`src/rtl/core/look_at_camera_basis_top_macros.svh`:
```
// Assertion macros for the look-at camera basis block.
`ifndef LOOK_AT_CAMERA_BASIS_TOP_MACROS_SVH
`define LOOK_AT_CAMERA_BASIS_TOP_MACROS_SVH
`ifndef SYNTH
`define LACB_ASSERT(lbl, prop) \
	lbl: assert property (@(posedge clk) disable iff (!arst_n) prop) \
		else $error("lacb assertion failed");
`define LACB_ASSERT_ALWAYS(lbl, prop) \
	lbl: assert property (@(posedge clk) prop) \
		else $error("lacb assertion failed");
`else
`define LACB_ASSERT(lbl, prop)
`define LACB_ASSERT_ALWAYS(lbl, prop)
`endif
`endif

```
`src/rtl/core/lacb_pkg.sv`:
```
// Shared constants for the look-at camera basis block.
`default_nettype none
package lacb_pkg;
	localparam int UNIT_FRAC_BITS = 14;
	localparam int COORD_W        = 32;
	localparam int UNIT_OUT_W     = 16;
	localparam int MAG_W          = 30;
	localparam int SUM_W          = 2 * MAG_W + 2;
	localparam int ROOT_W         = MAG_W + 1;
endpackage
`default_nettype wire

```
`src/rtl/core/lacb_cross.sv`:
```
// Two-stage cross product of unit vectors: products, then differences.
`default_nettype none
module lacb_cross #(
	parameter int UW = lacb_pkg::UNIT_FRAC_BITS + 2,
	parameter int SW = 1
) (
	input  wire logic               clk,
	input  wire logic               arst_n,
	input  wire logic               en,
	input  wire logic               in_valid,
	input  wire logic [2:0][UW-1:0] a,
	input  wire logic [2:0][UW-1:0] b,
	input  wire logic [SW-1:0]      side_in,
	output logic                    out_valid,
	output logic [2:0][2*UW-1:0]    prod,
	output logic [SW-1:0]           side_out
);
	localparam int PW = 2 * UW;

	logic                          v_s1;
	logic signed [5:0][PW-1:0]     p_s1;
	logic [SW-1:0]                 side_s1;

	always_ff @(posedge clk or negedge arst_n) begin
		if (!arst_n) begin
			v_s1      <= 1'b0;
			out_valid <= 1'b0;
		end else if (en) begin
			v_s1      <= in_valid;
			out_valid <= v_s1;
		end
	end

	always_ff @(posedge clk) begin
		if (en) begin
			p_s1[0] <= PW'($signed(a[1])) * PW'($signed(b[2]));
			p_s1[1] <= PW'($signed(a[2])) * PW'($signed(b[1]));
			p_s1[2] <= PW'($signed(a[2])) * PW'($signed(b[0]));
			p_s1[3] <= PW'($signed(a[0])) * PW'($signed(b[2]));
			p_s1[4] <= PW'($signed(a[0])) * PW'($signed(b[1]));
			p_s1[5] <= PW'($signed(a[1])) * PW'($signed(b[0]));
			side_s1 <= side_in;
			prod[0]  <= p_s1[0] - p_s1[1];
			prod[1]  <= p_s1[2] - p_s1[3];
			prod[2]  <= p_s1[4] - p_s1[5];
			side_out <= side_s1;
		end
	end
endmodule
`default_nettype wire

```
`config.mk`:
```
export PLATFORM = sky130hd
export DESIGN_NAME = lacb_cross
export DESIGN_NICKNAME = d
export VERILOG_FILES = /design/src/rtl/core/look_at_camera_basis_top_macros.svh /design/src/rtl/core/lacb_pkg.sv /design/src/rtl/core/lacb_cross.sv
export SDC_FILE = /design/constraint.sdc
export NUM_CORES = 2
export LEC_CHECK = 0
export ABC_AREA = 1
export BUFFER_PORTS_ARGS = -buffer_cell sky130_fd_sc_hd__buf_4
export CORE_MARGIN = 2
export CORE_UTILIZATION = 50
export DETAILED_ROUTE_END_ITERATION = 8
export PLACE_DENSITY_LB_ADDON = 0.2
export SLEW_MARGIN = 20
export SYNTH_ARGS = -nofsm -noshare
export SYNTH_HDL_FRONTEND = slang
export SYNTH_SLANG_ARGS = --single-unit
```
`constraint.sdc`:
```
create_clock -name clk -period 2.75 [get_ports clk]
set_clock_uncertainty 0.15 [all_clocks]
set_input_delay 0.1375 -clock clk [delete_from_list [all_inputs] [get_ports clk]]
set_output_delay 0.1375 -clock clk [all_outputs]
set_load 0.05 [all_outputs]
```
== Word-level counts from Yosys, hierarchy flattened ==
Cells that the tools add are included.
Storage, ports and cells
  input port bits: 101
  output and inout port bits: 98
  register bits after elaboration: 292
  word-level logic and storage cells: 22
Operators by class
  $mul: 6
  add/sub/neg operators: 3
Operators by type and width (count)
  multiplier 16 x 16 -> 32 bit: 6
  subtractor 32 bit: 3

== Depth between registers and ports, before layout ==
  depth after elaboration: 1
  mapped depth: 27
  depth with buffers taken out: 26

== Worst setup path after synthesis ==
Ideal clock, no wire load.
  path type: input -> register
  start point: in a[31] (netlist name)
  end point: reg p_s1[31] (netlist name) (data pin)
  arrival: 5061 ps
  slack: -2713 ps
  library setup time: 252 ps
  buffers on the path: 1
  stages: 23
  data required time: 2348 ps
  path through: clkbuf_1 > nand2_1 > inv_1 > fa_1 > fa_1 > fa_1 > fa_1 > fa_1 > inv_1 > fa_1 > inv_1 > ha_1 > nand2_1 > inv_1 > nand2_1 > nor3_1 > inv_1 > nor2_1 > nand2_1 > inv_1 > nor2_1 > nand2_1 > nand2_1
On the way
  longest elaborated chain between the ends: 1
RTL lines
  start, declared: RTL line lacb_cross.sv:11  | input wire logic [2:0][UW-1:0] a,
  multiplier 16 x 16 -> 32 bit: RTL line lacb_cross.sv:36  | p_s1[0] <= PW'($signed(a[1])) * PW'($signed(b[2]));
  end, declared: RTL line lacb_cross.sv:21  | logic signed [5:0][PW-1:0] p_s1;
No other way between the ends.
A chain may end at the register's enable or synchronous reset.

== Final worst setup path ==
  start point: in a[15] (netlist name)
  end point: reg p_s1[149] (netlist name) (data pin)
On the way
  longest elaborated chain between the ends: 1
RTL lines
  multiplier 16 x 16 -> 32 bit: RTL line lacb_cross.sv:40  | p_s1[4] <= PW'($signed(a[0])) * PW'($signed(b[1]));
No other way between the ends.

==> Flow_metrics.wiki <==
{| class="wikitable"
! Metric !! Value
|-
| Vias per cell || around 5.0
|-
| Sum of overflow across all layers after global routing || 0
|-
| Part of the cycle the worst path needs || 1.787
|-
| Deepest clock path buffer count || 3
|-
| FFs w/ async S/R, synth || 0.006849
|-
| Global-route wire length before repair || 394.3 mm
|-
| Number of endpoints failing setup at the final stage || 163
|-
| Core Region || 158600 µm²
|-
| Vias in the first global route || between 70k and 80k
|-
| Average footprint of a synthesized cell || 7.716 µm²
|-
| Die outline height || about 400 µm
|-
| Area share of the largest cell type after synthesis || 0.3946
|-
| IO Port Bufs || 198
|-
| Violated checks || setup timing
|-
| Worst-margin pin slew || 0.5994 ns
|-
| Path depth of the worst reg2reg path || 9
|-
| HPWL after detailed placement || slightly above 200 mm
|-
| Minimum clock period after layout || 4.913 ns
|-
| Final routed DRC violation total || 0
|-
| Setup slack on the worst flop-to-flop path || 0.13 ns
|-
| Most common library cells after synthesis || inv_1, nand2_1, fa_1
|-
| Via total after detailed routing || 69.34k
|-
| Post-Place Cell Area || about 94000 µm²
|-
| Number of synthesized register bits || 292
|-
| Yosys warnings || 0
|-
| Site Rows || 146
|-
| CTS tree || built
|-
| Hold Path Class || in -> reg
|-
| Part of the Yosys area used for sequential elements || 0.1096
|-
| Boundary Pins || 199
|-
| Maximum clock rate || around 200 MHz
|-
| Clk pin slew, worst setup/hold paths || 0.07 ns
|-
| Post-route setup TNS || -279.80 ns
|-
| Routability congestion estimate || 0.9435
|-
| Routed length per placed instance || 18.39 µm
|-
| Data required time at the worst endpoint || 3.01 ns
|-
| Area added between synthesis and finish || 34.53%
|-
| Antenna violations before repair || 10
|-
| Least setup slack across all paths after layout || -2.163 ns
|-
| Total non-filler cell area in the finished layout || 107500 µm²
|-
| Unrepaired setup endpoints after global routing || yes
|-
| Number of levels the H-tree was split into || 2
|-
| Cell type contributing the most total cell area after synthesis || fa_1
|-
| Max capacitance violation total || 0
|-
| Initial core utilization || 0.5039
|-
| CP startpoint || a[15]
|-
| Clk sink count || 292
|-
| Critical path class || in -> reg
|-
| Number of distinct library cell variants in the gate-level netlist after synthesis || 35
|-
| Crit. End Element || flip-flop
|-
| Hold Crit Depth || 4
|-
| Worst setup path endpoint || p_s1[149]$_DFFE_PP_
|-
| Worst-Skew Late Latency || between 0.6 and 0.7 ns
|-
| CTS buffer count || 40
|-
| Iteration-0 DRC count of the detailed router || 4415
|-
| Total routed wirelength || 253.6 mm
|-
| Die width || about 400 µm
|-
| Most used DFF post-synth || edfxtp_1
|-
| Result of the run || finished, violations left
|-
| Largest net degree at the start of global routing || 54
|-
| Count of mapped cells out of synthesis || 10.36k
|-
| Net count reported at finish || 13.95k
|-
| Data arrival time at the worst-slack endpoint || 5.17 ns
|-
| Total Die Area || about 160000 µm²
|-
| Number of iterations in the first detailed-routing pass || 6
|-
| Type of element launching the critical path || primary input
|-
| Hold violation count in the final report || 0
|-
| Cell area after synthesis || 79900 µm²
|-
| Post-DRT Antenna Nets || 0
|-
| Worst-path fanout max || 6
|-
| Leading cell types by total area after synthesis || fa_1, inv_1, nand2_1
|-
| Net count after synthesis || ~13k
|-
| Total inserted antenna cells || 0
|-
| Final slew viol count || 0
|-
| Worst reg2reg startpoint || p_s1[183]$_DFFE_PP_
|-
| Relative slew margins || 0.6004
|-
| Endpoint of the worst-slack reg-to-reg timing path || prod[88]$_DFFE_PP_
|-
| Clock root cell || clkbuf_16
|-
| GRT Resource Usage Total || 0.3100
|-
| Share of final-layout standard cells stronger than drive strength 1 || 0.2903
|-
| Number of enable flip-flop cells after synthesis || 290
|-
| Most repeated cell in the gate-level netlist after synthesis || inv_1
|}
## worst min path at each step
| stage | startpoint | to | slack [ns] |
|---|---|---|---|
| 2_1_floorplan | arst_n | out_valid$_DFFE_PN0P_ | -0.31 |
| 5_1_grt | a[32] | p_s1[64]$_DFFE_PP_ | 0.02 |
| 3_3_place_gp | arst_n | out_valid$_DFFE_PN0P_ | -0.23 |
| 3_5_place_dp | arst_n | out_valid$_DFFE_PN0P_ | -0.23 |
| 6_report | a[32] | p_s1[64]$_DFFE_PP_ | 0.005 |
| 4_1_cts | a[0] | p_s1[128]$_DFFE_PP_ | 0.02 |
## cell families after synthesis
kind of cell,after synthesis,synth area share
AO/OA/AOI/OAI,418,0.02828
XOR/XNOR,172,0.01885
AND/OR/NAND/NOR,3847,0.1942
flip-flops,292,0.1096
adder cells (fa/ha/maj),2160,0.4863
buffers and inverters,3466,0.1628
## registers in the layout, summed over array words and instances, names as in the netlist
signal	flops
side_out	1
side_s1	1
p_s1	192
out_valid	1
prod	96
v_s1	1
## through the flow
step                      instances  utilization  hold slack, ns  worst slack [ns]
after floorplan               10360            -         -0.3081            -2.297
after global placement        13410       0.5959         -0.2309            -2.938
after detailed placement      13410       0.5959         -0.2288            -2.964
after CTS                     13670       0.6439         0.01791            -2.072
after global routing          13800       0.6779         0.02146            -2.266
final                         13800       0.6779        0.005454            -2.163
## critical path: stages
cell	delay, ns
buf_12	0.12
buf_12	0.15
buf_6	0.12
nand2_4	0.05
inv_2	0.04
fa_2	0.60
buf_6	0.13
fa_1	0.45
fa_2	0.58
fa_1	0.45
fa_1	0.58
inv_2	0.04
fa_1	0.52
inv_2	0.05
ha_4	0.31
nand2_4	0.09
nor2_4	0.10
inv_1	0.10
nor2_2	0.15
nand4_1	0.14
nand3_2	0.14
xor2_2	0.09
## final cells by class
type / instances / area (µm²)
timing repair buffer: 1579 / 15990
multi-input combinational: 6597 / 66640
sequential: 292 / 8758
timing repair inverter: 2 / 17.52
tap: 2072 / 2592
inverter: 3180 / 12050
fill: 12730 / 51080
clock inverter: 30 / 419.2
clock buffer: 43 / 1012
## placed cells by master, fill, tap and decap left out, types with 142 or more instances in the layout
cell type / synthesis / final
buf_4: 0 / 1107
buf_6: 0 / 213
edfxtp_1: 290 / 290
fa_1: 1575 / 1434
ha_1: 585 / 406
ha_4: 0 / 159
inv_1: 3161 / 2804
inv_2: 17 / 343
nand2_1: 2954 / 2503
nand2_2: 16 / 268
nand2_4: 0 / 188
nand3_1: 253 / 169
nor2_1: 372 / 220
nor2_4: 1 / 142
## metal layers
metal,GRT usage,up-vias,wire length [µm]
met5,0,-,73
met4,0.1117,10,11130
met3,0.04557,499,17260
met2,0.5223,2063,123100
met1,0.4074,34420,102000
li1,-,32350,-
## repair_timing
action,CTS,global route
hold endpoints to repair,39,0
hold buffers,7,0
pin swaps,511,771
resized for setup,1026,1182
cloned,25,6
buffers inserted,161,135
endpoints found under the setup margin,163,163
Power is not shown: default switching activity piles up to over one toggle a cycle in this logic, so the estimate is an artifact.
